**src/rtl/bmm_pkg.sv**
```systemverilog
// Package for the bipartite matching block: sizes, constants, controller states.
// Used by every module of the block; depends on nothing.
package bmm_pkg;

    localparam int MaxLeft  = 64;
    localparam int MaxRight = 64;
    localparam int LW = $clog2(MaxLeft);
    localparam int RW = $clog2(MaxRight);
    localparam int CntW = 7;
    localparam int RowW = 64;

    localparam logic CFG_LEFT_COUNT  = 1'b0;
    localparam logic CFG_RIGHT_COUNT = 1'b1;

    typedef enum logic [3:0] {
        ST_LOAD,
        ST_CLEAR,
        ST_ROOT,
        ST_FETCH,
        ST_SCAN,
        ST_PUSH,
        ST_AUG,
        ST_OUT_RD,
        ST_OUT
    } bmm_state_t;

    // Commands from the controller to the datapath.
    typedef struct packed {
        logic store_row;
        logic clear_step;
        logic start_root;
        logic fetch;
        logic scan;
        logic push;
        logic pop;
        logic next_root;
        logic aug_step;
        logic out_read;
        logic out_next;
        logic run_reset;
    } bmm_cmd_t;

    // Status from the datapath back to the controller.
    typedef struct packed {
        logic clear_done;
        logic found;
        logic free_right;
        logic stack_empty;
        logic stack_full;
        logic aug_last;
        logic root_last;
        logic out_last;
    } bmm_status_t;

endpackage

```
**src/rtl/bmm_controller.sv**
```systemverilog
// Controller state machine of the matching block.
// Depends on bmm_pkg; commands bmm_datapath.
module bmm_controller
    import bmm_pkg::*;
(
    input  logic        clk,
    input  logic        rst_n,
    input  logic        in_valid,
    input  logic        in_last,
    output logic        in_ready,
    output logic        out_valid,
    input  logic        out_ready,
    input  bmm_status_t status,
    output bmm_cmd_t    cmd
);

    bmm_state_t state_reg, state_next;

    // State register.
    always_ff @(posedge clk or negedge rst_n)
    begin
        if (!rst_n)
            state_reg <= ST_LOAD;
        else
            state_reg <= state_next;
    end

    // Next state.
    always_comb
    begin
        state_next = state_reg;
        unique case (state_reg)
            ST_LOAD:
                if (in_valid && in_last)
                    state_next = ST_CLEAR;
            ST_CLEAR:
                if (status.clear_done)
                    state_next = ST_ROOT;
            ST_ROOT:
                state_next = ST_FETCH;
            ST_FETCH:
                state_next = ST_SCAN;
            ST_SCAN:
                state_next = ST_PUSH;
            ST_PUSH:
            begin
                // Pending scan result decides the move.
                if (!status.found)
                    state_next = status.stack_empty
                                 ? (status.root_last ? ST_OUT_RD : ST_ROOT) : ST_FETCH;
                else if (status.free_right)
                    state_next = ST_AUG;
                else
                    state_next = ST_FETCH;
            end
            ST_AUG:
                if (status.aug_last)
                    state_next = status.root_last ? ST_OUT_RD : ST_ROOT;
            ST_OUT_RD:
                state_next = ST_OUT;
            ST_OUT:
                if (out_ready)
                    state_next = status.out_last ? ST_LOAD : ST_OUT_RD;
            default:
                state_next = ST_LOAD;
        endcase
    end

    // Outputs.
    always_comb
    begin
        cmd = '0;
        in_ready = 1'b0;
        out_valid = 1'b0;
        unique case (state_reg)
            ST_LOAD:
            begin
                in_ready = 1'b1;
                cmd.store_row = in_valid;
                cmd.run_reset = in_valid && in_last;
            end
            ST_CLEAR:  cmd.clear_step = 1'b1;
            ST_ROOT:   cmd.start_root = 1'b1;
            ST_FETCH:  cmd.fetch = 1'b1;
            ST_SCAN:   cmd.scan = 1'b1;
            ST_PUSH:
            begin
                cmd.push      = status.found && !status.free_right && !status.stack_full;
                cmd.pop       = !status.found && !status.stack_empty;
                cmd.next_root = !status.found && status.stack_empty;
            end
            ST_AUG:    cmd.aug_step = 1'b1;
            ST_OUT_RD: cmd.out_read = 1'b1;
            ST_OUT:
            begin
                out_valid = 1'b1;
                cmd.out_next = out_ready;
            end
            default: ;
        endcase
    end

endmodule
```
**config.mk**
```make
export PLATFORM = sky130hd
export DESIGN_NAME = bmm_controller
export DESIGN_NICKNAME = d
export VERILOG_FILES = /design/src/rtl/bmm_pkg.sv /design/src/rtl/bmm_controller.sv
export SDC_FILE = /design/constraint.sdc
export NUM_CORES = 1
export LEC_CHECK = 0
export BUFFER_PORTS_ARGS = -buffer_cell sky130_fd_sc_hd__buf_2
export CELL_PAD_IN_SITES_DETAIL_PLACEMENT = 1
export CELL_PAD_IN_SITES_GLOBAL_PLACEMENT = 2
export CORE_MARGIN = 3
export CORE_UTILIZATION = 21
export CTS_CLUSTER_DIAMETER = 120
export DETAILED_ROUTE_END_ITERATION = 12
export GPL_TIMING_DRIVEN = 0
export PLACE_DENSITY_LB_ADDON = 0.1
export SLEW_MARGIN = 10
export SYNTH_ARGS = -nofsm -noshare
export SYNTH_HDL_FRONTEND = slang
export SYNTH_SLANG_ARGS = --single-unit
```
**constraint.sdc**
```tcl
create_clock -name clk -period 1.74 [get_ports clk]
set_input_delay 0.261 -clock clk [delete_from_list [all_inputs] [get_ports clk]]
set_output_delay 0.261 -clock clk [all_outputs]
set_load 0.03 [all_outputs]
```
==> results.md, run 1 <==
- Detailed Routing Iterations Pass 1: 4
- Fraction of final layout cells sized beyond drive strength 1: 0.592
- List of cells traversed by the critical path: buf_6, nand2b_4, or3_4, inv_2, and2_4, buf_6
- Slowest stage cell, crit path: sky130_fd_sc_hd__or3_4
- Worst slack at placement: 0.0123 ns
- Total gr overflow: 0
- Layout net count: 113
- Maximum clock frequency: 0.563 GHz
- FF/Latch Area: 101 µm²
- Power density of the placed cells: 1540 nW/µm²
- Violations in the final reports: setup timing
- Crit path setup slack, layout: -0.0365 ns
- Synthesized area per cell: 8.03 µm²
- Outcome: complete, but fails checks
- Number of placed instances, taps included: 110
- Worst-path clk slew: 0.04 ns
- Sequential fraction of the synthesis area: 0.219
- Via count of the first global-routing pass: 607
- Relative slew slack: 0.774
- Largest net degree at the start of global routing: 11
- Number of placed I/O pins: 27
- Mean routed wirelength per cell: 13.9 µm
- Slowest stage delay, CP: 0.40 ns
- Total DRC errors in the routed layout: 0
- Most common library cell in the layout ignoring fill and taps: sky130_fd_sc_hd__buf_4
- Antenna diode count: 0
- Kind of start point of the critical path: register
- H-Tree Depth: 1
- Fill cell total of the finished layout: 249
- Hold path start: out_ready
- Top library cells by usage in the layout, fill and taps aside: sky130_fd_sc_hd__buf_4 (18), sky130_fd_sc_hd__buf_2 (17), sky130_fd_sc_hd__buf_6 (5)
- Worst reg2reg path startpoint: state_reg[1]$_DFFE_PN0P_
- Die outline height: 52.7 µm
- Portion of the clock cycle consumed by the worst path in the final layout: 1.02
- Floorplan core area: 2020 µm²
- Footprint of the multi-input gates: 379 µm²
- Kind of capture point of the worst setup path: output pin
- Total routed wirelength: 1740 µm
- Violation count after the first detailed-route iteration: 11
- Number of maximum-capacitance violations: 0
- Nets in the synthesized netlist: 70
- Max FFs per register: 4
- Worst setup path start: state_reg[3]$_DFFE_PN0P_
- Clock latency on the worst-skew pair: 0.25 ns
- GPL Wtd Cong: 0.755
- Standard-cell row count: 16
- RSZ-0062 raised after global routing: true
- Static Leakage: 0.409 nW
- Clock tree from TritonCTS: done
- Avg Vias per Cell: 4.81
- Root Buffer Master: sky130_fd_sc_hd__clkbuf_4
- Critical path class: reg2out
- Warnings, synthesis: 0
- Half-perimeter wire length after placement: 1270 µm
- Number of endpoints failing setup at the final stage: 1
- Worst hold slack: 0.248 ns
- Die Area: 2780 µm²
- Slew at the pin with the worst max-slew slack: 0.336 ns
- Sinks on Clock Net: 4
- Vias after detailed routing: 601
- Antenna violations before repair: 0
- Netlist area before placement: 458 µm²
- Cell variety after synth: 31
- Horiz. Die Dim: 52.7 µm
- Class of the tightest hold or removal check: in2reg
- Flip-flop and latch count after synthesis: 4
- Overall power of the completed layout: 1.32 mW
- Number of cells in the finished layout apart from fillers: 125
- Worst-case clock skew: 0.00921 ns
- Global-route wire length before repair: 2790 µm
- Count of pins over their slew limit: 0
- Aggregate negative setup slack: -0.0365 ns
- Shortest period the worst path allows: 1.78 ns
- Residual antenna-violating net count after detailed routing: 0
- Cell count after synthesis: 57
- Number of buffers on the longest clock path: 2
- Inserted Clock Buffers: 3
- Layout-stage area growth over the synthesis result: 86.6%
- Arrival time worst endpoint: 1.52 ns
- Biggest fanout along the worst timing path: 5
- Highest ir drop seen on vdd: 633 µV
- Final-report hold violation count: 0
- Buffers added on ports: 26
- Total track usage: 0.140
- Initial core utilization: 0.226
- Dominant cell type by count on the critical path: sky130_fd_sc_hd__buf_6
- Required arrival time at the worst endpoint: 1.48 ns
==> cells by family after synthesis <==
family	share of synthesized area
AOI/OAI and AO/OA	0.306
buffers and inverters	0.0792
DFF	0.219
and+or+nand+nor	0.396
==> power by group <==
| group | internal, mW | leakage, nW | switching (mW) |
|---|---|---|---|
| logic | 0.478 | 0.345 | 0.556 |
| clock network | 0.0778 | 0.0138 | 0.0485 |
| registers | 0.131 | 0.0507 | 0.0271 |
| total | 0.686 | 0.409 | 0.632 |
==> worst max-delay path, delay by kind of cell (launching register included) <==
kind / cells / cell delay [ns]
simple gates: 3 / 0.58
flops: 1 / 0.36
buf+inv: 3 / 0.32
==> stage by stage <==
| stage | util | area, µm² |
|---|---|---|
| after floorplan | - | 473 |
| after global placement | 0.315 | 637 |
| after detailed placement | 0.315 | 637 |
| after global routing | 0.423 | 855 |
| after CTS | 0.384 | 777 |
| final | 0.423 | 855 |
==> per-layer routing <==
metal  GRT usage  wire, µm  vias to the layer above
li1            -         -                      299
met4      0.0851        40                        0
met3      0.0427        98                        4
met5           0         0                        -
met2       0.205       856                       24
met1       0.176       742                      274
==> final cells by class <==
class / count / area share
clock buffers: 3 / 0.0264
plain buffers: 4 / 0.0483
repair buffers: 38 / 0.310
inverters: 3 / 0.0132
well taps: 27 / 0.0395
flip-flops and latches: 4 / 0.119
multi-input cells: 46 / 0.444
==> path summary, 6_finish.rpt <==
kind / end / slack (ns) / cells past startpoint
min: state_reg[3]$_DFFE_PN0P_ / 0.25 / 2
max: cmd[1] / -0.04 / 6
max reg2reg: state_reg[2]$_DFFE_PN0P_ / 0.15 / 5
min in group asynchronous: state_reg[0]$_DFFE_PN0P_ / 0.35 / 2
max in group asynchronous: state_reg[2]$_DFFE_PN0P_ / 1.25 / 2
min reg2reg: state_reg[3]$_DFFE_PN0P_ / 0.75 / 3
==> Yosys cell counts (all sizes together) <==
library cell	number	share of area
a2111oi	1	0.060
a21o	2	0.033
a21oi	2	0.022
a221o	1	0.022
a2bb2oi	2	0.038
a31oi	1	0.014
and2	2	0.027
and3	1	0.014
buf	4	0.055
dfrtp	4	0.22
inv	3	0.025
nand2	2	0.016
nand2b	4	0.055
nand4b	1	0.019
nand4bb	1	0.025
nor2	4	0.033
nor2b	1	0.014
nor3	7	0.076
nor3b	2	0.044
nor4	2	0.041
nor4b	1	0.019
o21ai	4	0.044
o22a	2	0.038
o22ai	1	0.014
o32a	1	0.022
or3	1	0.014
==> repair_timing <==
| item | in CTS | in global routing |
|---|---|---|
| pin swaps | 1 | 5 |
| hold buffers | 1 | 0 |
| endpoints found under the hold margin | 4 | 0 |
| resized for setup | 15 | 12 |
| endpoints found under the setup margin | 8 | 11 |
| setup buffers | 6 | 5 |
No activity file was read; power rests on OpenSTA's default activity.
==> run 2, diff against run 1 <==
--- a/config.mk
+++ b/config.mk
@@ -6,7 +6,7 @@
 export NUM_CORES = 1
 export LEC_CHECK = 0
 export BUFFER_PORTS_ARGS = -buffer_cell sky130_fd_sc_hd__buf_2
-export CELL_PAD_IN_SITES_DETAIL_PLACEMENT = 1
+export CELL_PAD_IN_SITES_DETAIL_PLACEMENT = 0
 export CELL_PAD_IN_SITES_GLOBAL_PLACEMENT = 2
 export CORE_MARGIN = 3
 export CORE_UTILIZATION = 21
@@ -18,3 +18,4 @@
 export SYNTH_ARGS = -nofsm -noshare
 export SYNTH_HDL_FRONTEND = slang
 export SYNTH_SLANG_ARGS = --single-unit
+export TNS_END_PERCENT = 10
==> run 2 against run 1 <==
The flow still finishes with violations (setup timing). Largest cell class unchanged. Combinational power fell by 13%. Sequential power rose by 10%. Cell count fell by 7.2%. Clock-buffer cell count did not move. Clock skew fell by 0.0073 ns. Power fell by 10%. Critical path type unchanged. Final area fell by 11%. Global-route usage fell by 2.8 points. First-iteration DRC count fell by 36%. Clock power fell by 12%. Utilization fell by 4.8 points. Routed wire length fell by 14%.
==> results.md, run 2 (same netlist as run 1, synthesis figures left out) <==
- Outcome: complete, but fails checks
- Violations in the final reports: setup timing
- Avg Vias per Cell: 4.79 (-0.31%)
- Number of endpoints failing setup at the final stage: 3 (+2)
- Worst-case clock skew: 0.00187 ns (-0.00734 ns)
- Violation count after the first detailed-route iteration: 7 (-4)
- Number of cells in the finished layout apart from fillers: 116 (-7.2%)
- Slowest stage cell, crit path: sky130_fd_sc_hd__dfrtp_2
- Switch share: 0.487 (+0.00731)
- Final-report hold violation count: 0 (unchanged)
- Portion of the clock cycle consumed by the worst path in the final layout: 1.02 (-0.00321)
- Antenna diode count: 0 (unchanged)
- Kind of cell adding the most delay to the critical path: simple AND/OR/NAND/NOR gates
- Worst-path clk slew: 0.04 ns (about the same)
- Number of buffers on the longest clock path: 2 (unchanged)
- Kind of capture point of the worst setup path: output pin
- Maximum clock frequency: 0.565 GHz (+0.31%)
- Total buffers and inverters traversed by the critical path: 3 (unchanged)
- Aggregate negative setup slack: -0.0452 ns (-0.00871 ns)
- Number of maximum-capacitance violations: 0 (unchanged)
- Flop pwr share: 0.147 (+0.027)
- Half-perimeter wire length after placement: 1160 µm (-8.8%)
- Top library cells by usage in the layout, fill and taps aside: sky130_fd_sc_hd__buf_2 (19), sky130_fd_sc_hd__buf_6 (7), sky130_fd_sc_hd__nor3_1 (7)
- Die outline height: 52.7 µm (unchanged)
- Final cell utilization of the core: 0.375 (-0.0476)
- Mean routed wirelength per cell: 12.9 µm (-7.1%)
- List of cells traversed by the critical path: buf_6, or3_4, inv_2, and2_4, buf_6
- Dominant cell type by count on the critical path: sky130_fd_sc_hd__buf_6
- Overall power of the completed layout: 1.18 mW (-10%)
- Floorplan core area: 2020 µm² (unchanged)
- Global-route wire length before repair: 2330 µm (-16%)
- Internal power component: 0.606 mW (-12%)
- Most common library cell in the layout ignoring fill and taps: sky130_fd_sc_hd__buf_2
- Critical path class: reg2out
- Residual antenna-violating net count after detailed routing: 0 (unchanged)
- Detailed Routing Iterations Pass 1: 4 (unchanged)
- Class of the tightest hold or removal check: in2reg
- Clock tree from TritonCTS: done
- Arrival time worst endpoint: 1.51 ns (about the same)
- Total track usage: 0.112 (-0.0282)
- Combinational share of power: 0.759 (-0.026)
- Highest ir drop seen on vdd: 799 µV (+26%)
- Horiz. Die Dim: 52.7 µm (unchanged)
- Die Area: 2780 µm² (unchanged)
- Number of placed instances, taps included: 110 (unchanged)
- Layout-stage area growth over the synthesis result: 65.6%
- H-Tree Depth: 1 (unchanged)
- Sinks on Clock Net: 4 (unchanged)
- RSZ-0062 raised after global routing: true
- Via count of the first global-routing pass: 527 (-13%)
- Power density of the placed cells: 1560 nW/µm² (+0.97%)
- Relative slew slack: 0.780 (+0.00572)
- Count of pins over their slew limit: 0 (unchanged)
- Fraction of final layout cells sized beyond drive strength 1: 0.528 (-0.0637)
- Total DRC errors in the routed layout: 0 (unchanged)
- Crit path setup slack, layout: -0.0309 ns (+0.00558 ns)
- Worst slack at placement: 0.0654 ns (+0.0531 ns)
- Slowest stage delay, CP: 0.41 ns (about the same)
- Kind of start point of the critical path: register
- Slew at the pin with the worst max-slew slack: 0.327 ns (-0.00852 ns)
- Buffers added on ports: 26 (unchanged)
- Antenna violations before repair: 0 (unchanged)
- Biggest fanout along the worst timing path: 10 (+5)
- Number of placed I/O pins: 27 (unchanged)
- Required arrival time at the worst endpoint: 1.48 ns (about the same)
- Max FFs per register: 4 (unchanged)
- Vias after detailed routing: 556 (-7.5%)
- Static Leakage: 0.352 nW (-14%)
- Initial core utilization: 0.226 (unchanged)
- Inserted Clock Buffers: 3 (unchanged)
- Shortest period the worst path allows: 1.77 ns (-0.00558 ns)
- Root Buffer Master: sky130_fd_sc_hd__clkbuf_4
- Clock latency on the worst-skew pair: 0.23 ns (-0.02 ns)
- Reported net switching power: 0.575 mW (-9.0%)
- GPL Wtd Cong: 0.748 (-1.0%)
- Largest net degree at the start of global routing: 11 (unchanged)
- Standard-cell row count: 16 (unchanged)
- Portion of total power attributed to the clock network: 0.094 (-0.002)
- Layout net count: 104 (-8.0%)
- Total gr overflow: 0 (unchanged)
- Total routed wirelength: 1500 µm (-14%)
==> run 2: cell types whose count changed in the layout (fill, tap and decap cells not counted) <==
cell,change
sky130_fd_sc_hd__dfrtp_1,-1
sky130_fd_sc_hd__buf_6,+2
sky130_fd_sc_hd__buf_12,-1
sky130_fd_sc_hd__nor3_1,+3
sky130_fd_sc_hd__nand2b_2,+1
sky130_fd_sc_hd__buf_4,-13
sky130_fd_sc_hd__nor3_2,-3
sky130_fd_sc_hd__buf_2,+2
sky130_fd_sc_hd__dfrtp_2,+1
sky130_fd_sc_hd__nand2b_4,-1
sky130_fd_sc_hd__clkbuf_4,+1
==> run 2: final cells by class <==
type                       count  area [µm²]
fill                         235        1260
inverter                       3        11.3
buffer                         4        41.3
timing repair buffer          29         188
multi-input combinational     46         359
sequential                     4         103
tap                           27        33.8
clock buffer                   3        22.5
==> run 2: per-layer routing <==
layer,global-route usage,part of all wire,vias up,wire length (µm)
li1,-,-,284,-
met1,0.155,0.50,254,749
met4,0.0255,0,0,0
met2,0.169,0.45,18,672
met5,0,0,-,0
met3,0.0285,0.049,0,74
==> run 2: path summary, 6_finish.rpt <==
check	startpoint	endpoint	slack [ns]	cells past startpoint
max	state_reg[0]$_DFFE_PN0P_	cmd[1]	-0.03	5
min	out_ready	state_reg[3]$_DFFE_PN0P_	0.27	2
max reg2reg	state_reg[0]$_DFFE_PN0P_	state_reg[2]$_DFFE_PN0P_	0.22	5
min reg2reg	state_reg[0]$_DFFE_PN0P_	state_reg[3]$_DFFE_PN0P_	0.78	3
max in group asynchronous	rst_n	state_reg[0]$_DFFE_PN0P_	1.25	2
min in group asynchronous	rst_n	state_reg[2]$_DFFE_PN0P_	0.36	2
==> run 2: power by group through the flow <==
| stage | clock, mW | combinational, mW | sequential, mW |
|---|---|---|---|
| after detailed placement | 0 | 0.776 | 0.164 |
| after global placement | 0 | 0.785 | 0.164 |
| after CTS | 0.117 | 0.809 | 0.182 |
| after floorplan | 0 | 0.591 | 0.156 |
| final | 0.111 | 0.896 | 0.174 |
| after global routing | 0.126 | 0.962 | 0.178 |
==> run 2: per-stage QoR <==
step | hold slack, ns | area, µm²
after CTS | 0.255 | 703
after detailed placement | 0.0687 | 628
after global placement | 0.0645 | 628
final | 0.269 | 758
after floorplan | -0.0346 | 464
after global routing | 0.261 | 758
==> run 2: what timing repair did <==
item	CTS	global route
cloned	0	0
gates resized for setup	12	15
endpoints found under the setup margin	8	8
buffers inserted	0	2
hold endpoints to repair	4	0
hold buffers	1	0
pin swaps	0	3
==> run 2: worst register-to-register path, stage by stage, from the launching register on <==
cell and delay [ns]:
sky130_fd_sc_hd__dfrtp_2 0.41, sky130_fd_sc_hd__buf_6 0.13, sky130_fd_sc_hd__nand2b_1 0.17, sky130_fd_sc_hd__nor3_1 0.11
sky130_fd_sc_hd__a2111oi_4 0.40, sky130_fd_sc_hd__a2bb2oi_1 0.22
==> run 3, diff against run 2 <==
--- a/config.mk
+++ b/config.mk
@@ -9,7 +9,7 @@
 export CELL_PAD_IN_SITES_DETAIL_PLACEMENT = 0
 export CELL_PAD_IN_SITES_GLOBAL_PLACEMENT = 2
 export CORE_MARGIN = 3
-export CORE_UTILIZATION = 21
+export CORE_UTILIZATION = 19
 export CTS_CLUSTER_DIAMETER = 120
 export DETAILED_ROUTE_END_ITERATION = 12
 export GPL_TIMING_DRIVEN = 0
==> constraint.sdc (replaced) <==
create_clock -name clk -period 1.6 [get_ports clk]
set_input_delay 0.24 -clock clk [delete_from_list [all_inputs] [get_ports clk]]
set_output_delay 0.24 -clock clk [all_outputs]
set_load 0.03 [all_outputs]
==> run 3 against run 2 <==
The flow still finishes with violations (setup timing). Utilization rose by 1.8 points. First-iteration DRC count fell by 57%. Register-to-register slack got worse by 0.12 ns. Die area rose by 9.3%. Clock-buffer cell count did not move. Global-route usage rose by 0.60 points. Via count rose by 7.4%. Critical path depth did not move. Non-clock buffer count rose by 11. Sequential cell count did not move. Cell count rose by 10%. Worst setup slack got worse by 0.071 ns.
==> results.md, run 3 (same netlist as run 1, synthesis figures left out) <==
- Kind of start point of the critical path: register
- Critical path class: reg2out
- Residual antenna-violating net count after detailed routing: 0 (unchanged)
- Fill cell total of the finished layout: 253 (+7.7%)
- Detailed Routing Iterations Pass 1: 2 (-2)
- Sinks on Clock Net: 4 (unchanged)
- Internal reg-to-reg setup slack: 0.10 ns (-0.12 ns)
- Maximum clock frequency: 0.588 GHz
- Standard-cell row count: 17 (+1)
- Buffers added on ports: 26 (unchanged)
- Worst reg2reg path startpoint: state_reg[2]$_DFFE_PN0P_
- Biggest fanout along the worst timing path: 4 (-6)
- Violation count after the first detailed-route iteration: 3 (-4)
- Antenna diode count: 0 (unchanged)
- Hold path start: out_ready
- Worst-case clock skew: 0.00366 ns (+0.00179 ns)
- Most common library cell in the layout ignoring fill and taps: sky130_fd_sc_hd__buf_4
- Half-perimeter wire length after placement: 1220 µm (+5.4%)
- Global-route wire length before repair: 2530 µm (+8.3%)
- Top library cells by usage in the layout, fill and taps aside: sky130_fd_sc_hd__buf_4 (21), sky130_fd_sc_hd__buf_2 (15), sky130_fd_sc_hd__buf_6 (6)
- Static Leakage: 0.421 nW (+19%)
- Avg Vias per Cell: 4.66 (-2.7%)
- Clock tree from TritonCTS: done
- Depth of the most critical reg-to-reg path: 6 (+1)
- Shortest period the worst path allows: 1.70 ns
- Class of the tightest hold or removal check: in2reg
- Largest net degree at the start of global routing: 11 (unchanged)
- Overall power of the completed layout: 1.50 mW (+27%)
- Crit path setup slack, layout: -0.102 ns (-0.0708 ns)
- Portion of the clock cycle consumed by the worst path in the final layout: 1.06
- RSZ-0062 raised after global routing: true
- Vias after detailed routing: 597 (+7.4%)
- Total gr overflow: 0 (unchanged)
- Fraction of final layout cells sized beyond drive strength 1: 0.620 (+0.0919)
- Relative slew slack: 0.723 (-0.0570)
- Worst setup path start: state_reg[1]$_DFFE_PN0P_
- Root Buffer Master: sky130_fd_sc_hd__clkbuf_4
- Critical Path End: cmd[1]
- Total track usage: 0.118 (+0.00605)
- Slew at the pin with the worst max-slew slack: 0.412 ns (+0.0849 ns)
- Horiz. Die Dim: 55.1 µm (+4.6%)
- Required arrival time at the worst endpoint: 1.36 ns (-0.12 ns)
- Clock latency on the worst-skew pair: 0.23 ns (about the same)
- Die Area: 3040 µm² (+9.3%)
- Number of buffers on the longest clock path: 2 (unchanged)
- Worst hold slack: 0.241 ns (-0.0283 ns)
- Die outline height: 55.1 µm (+4.6%)
- Kind of capture point of the worst setup path: output pin
- Number of endpoints failing setup at the final stage: 6 (+3)
- Number of maximum-capacitance violations: 0 (unchanged)
- Antenna violations before repair: 0 (unchanged)
- Final-report hold violation count: 0 (unchanged)
- Arrival time worst endpoint: 1.46 ns (-0.05 ns)
- Violations in the final reports: setup timing
- Highest ir drop seen on vdd: 669 µV (-16%)
- Total routed wirelength: 1650 µm (+10%)
- Max FFs per register: 4 (unchanged)
- Outcome: complete, but fails checks
- Power density of the placed cells: 1690 nW/µm² (+8.7%)
- Worst-path clk slew: 0.04 ns (about the same)
- Floorplan core area: 2250 µm² (+12%)
- Capture instance of the worst register-to-register path: state_reg[0]$_DFFE_PN0P_
- Layout-stage area growth over the synthesis result: 93.4%
- Via count of the first global-routing pass: 564 (+7.0%)
- Mean routed wirelength per cell: 12.9 µm (-0.11%)
- Initial core utilization: 0.203 (-0.0234)
- Total DRC errors in the routed layout: 0 (unchanged)
- Count of pins over their slew limit: 0 (unchanged)
- Inserted Clock Buffers: 3 (unchanged)
- Number of placed I/O pins: 27 (unchanged)
- GPL Wtd Cong: 0.723 (-3.3%)
- Layout net count: 115 (+11%)
- H-Tree Depth: 1 (unchanged)
-- run 3: cell count changes in the layout (fill, tap and decap cells not counted), sizes merged --
cell / delta
buf: +11
-- run 3: metal layers --
metal | vias up | global-route usage | share of wire
met5 | - | 0 | 0
met4 | 0 | 0.0607 | 0.010
met3 | 2 | 0.0161 | 0.029
met2 | 11 | 0.215 | 0.54
met1 | 280 | 0.131 | 0.42
li1 | 304 | - | -
-- run 3: layout make-up --
type | count | area [µm²] | area share
Sequential cell | 4 | 101 | 0.114
Timing Repair Buffer | 40 | 277 | 0.312
Multi-Input combinational cell | 46 | 398 | 0.449
Tap cell | 28 | 35.0 | 0.0395
Clock buffer | 3 | 22.5 | 0.0254
Buffer | 4 | 41.3 | 0.0466
Inverter | 3 | 11.3 | 0.0127
-- run 3: repair_timing --
action | 4_1_cts | 5_1_grt
setup buffers | 10 | 3
pin swaps | 4 | 5
setup endpoints to repair | 12 | 16
resized for setup | 23 | 10
hold buffers | 1 | 0
endpoints found under the hold margin | 4 | 0
-- run 3: worst min-delay path by stage --
stage          cells after the start                       end
2_1_floorplan                      0  state_reg[0]$_DFFE_PN0P_
3_3_place_gp                       1  state_reg[3]$_DFFE_PN0P_
3_5_place_dp                       1  state_reg[1]$_DFFE_PN0P_
4_1_cts                            2  state_reg[3]$_DFFE_PN0P_
5_1_grt                            2  state_reg[3]$_DFFE_PN0P_
6_report                           2  state_reg[3]$_DFFE_PN0P_
-- run 3: power by group --
part / internal, mW / total (mW) / leakage, nW / switching (mW)
Combinational: 0.580 / 1.21 / 0.356 / 0.627
Clock: 0.0836 / 0.121 / 0.0138 / 0.0375
Sequential: 0.142 / 0.172 / 0.0507 / 0.0298
-- run 3: per-stage QoR --
stage | instance area, µm² | setup slack (ns) | util | TNS, ns | cells
after global routing | 886 | -0.171 | 0.393 | -0.912 | 128
after detailed placement | 643 | -0.0603 | 0.285 | -0.0824 | 111
after CTS | 837 | -0.145 | 0.371 | -0.698 | 125
after floorplan | 478 | -0.108 | - | -0.514 | 57
final | 886 | -0.102 | 0.393 | -0.373 | 128
after global placement | 643 | -0.0812 | 0.285 | -0.155 | 111
-- run 3: critical path, cell delays in order, from the launching register on --
cell,delay [ns]
sky130_fd_sc_hd__dfrtp_1,0.39
sky130_fd_sc_hd__buf_6,0.14
sky130_fd_sc_hd__or3_4,0.39
sky130_fd_sc_hd__inv_2,0.06
sky130_fd_sc_hd__and2_4,0.12
sky130_fd_sc_hd__buf_6,0.12
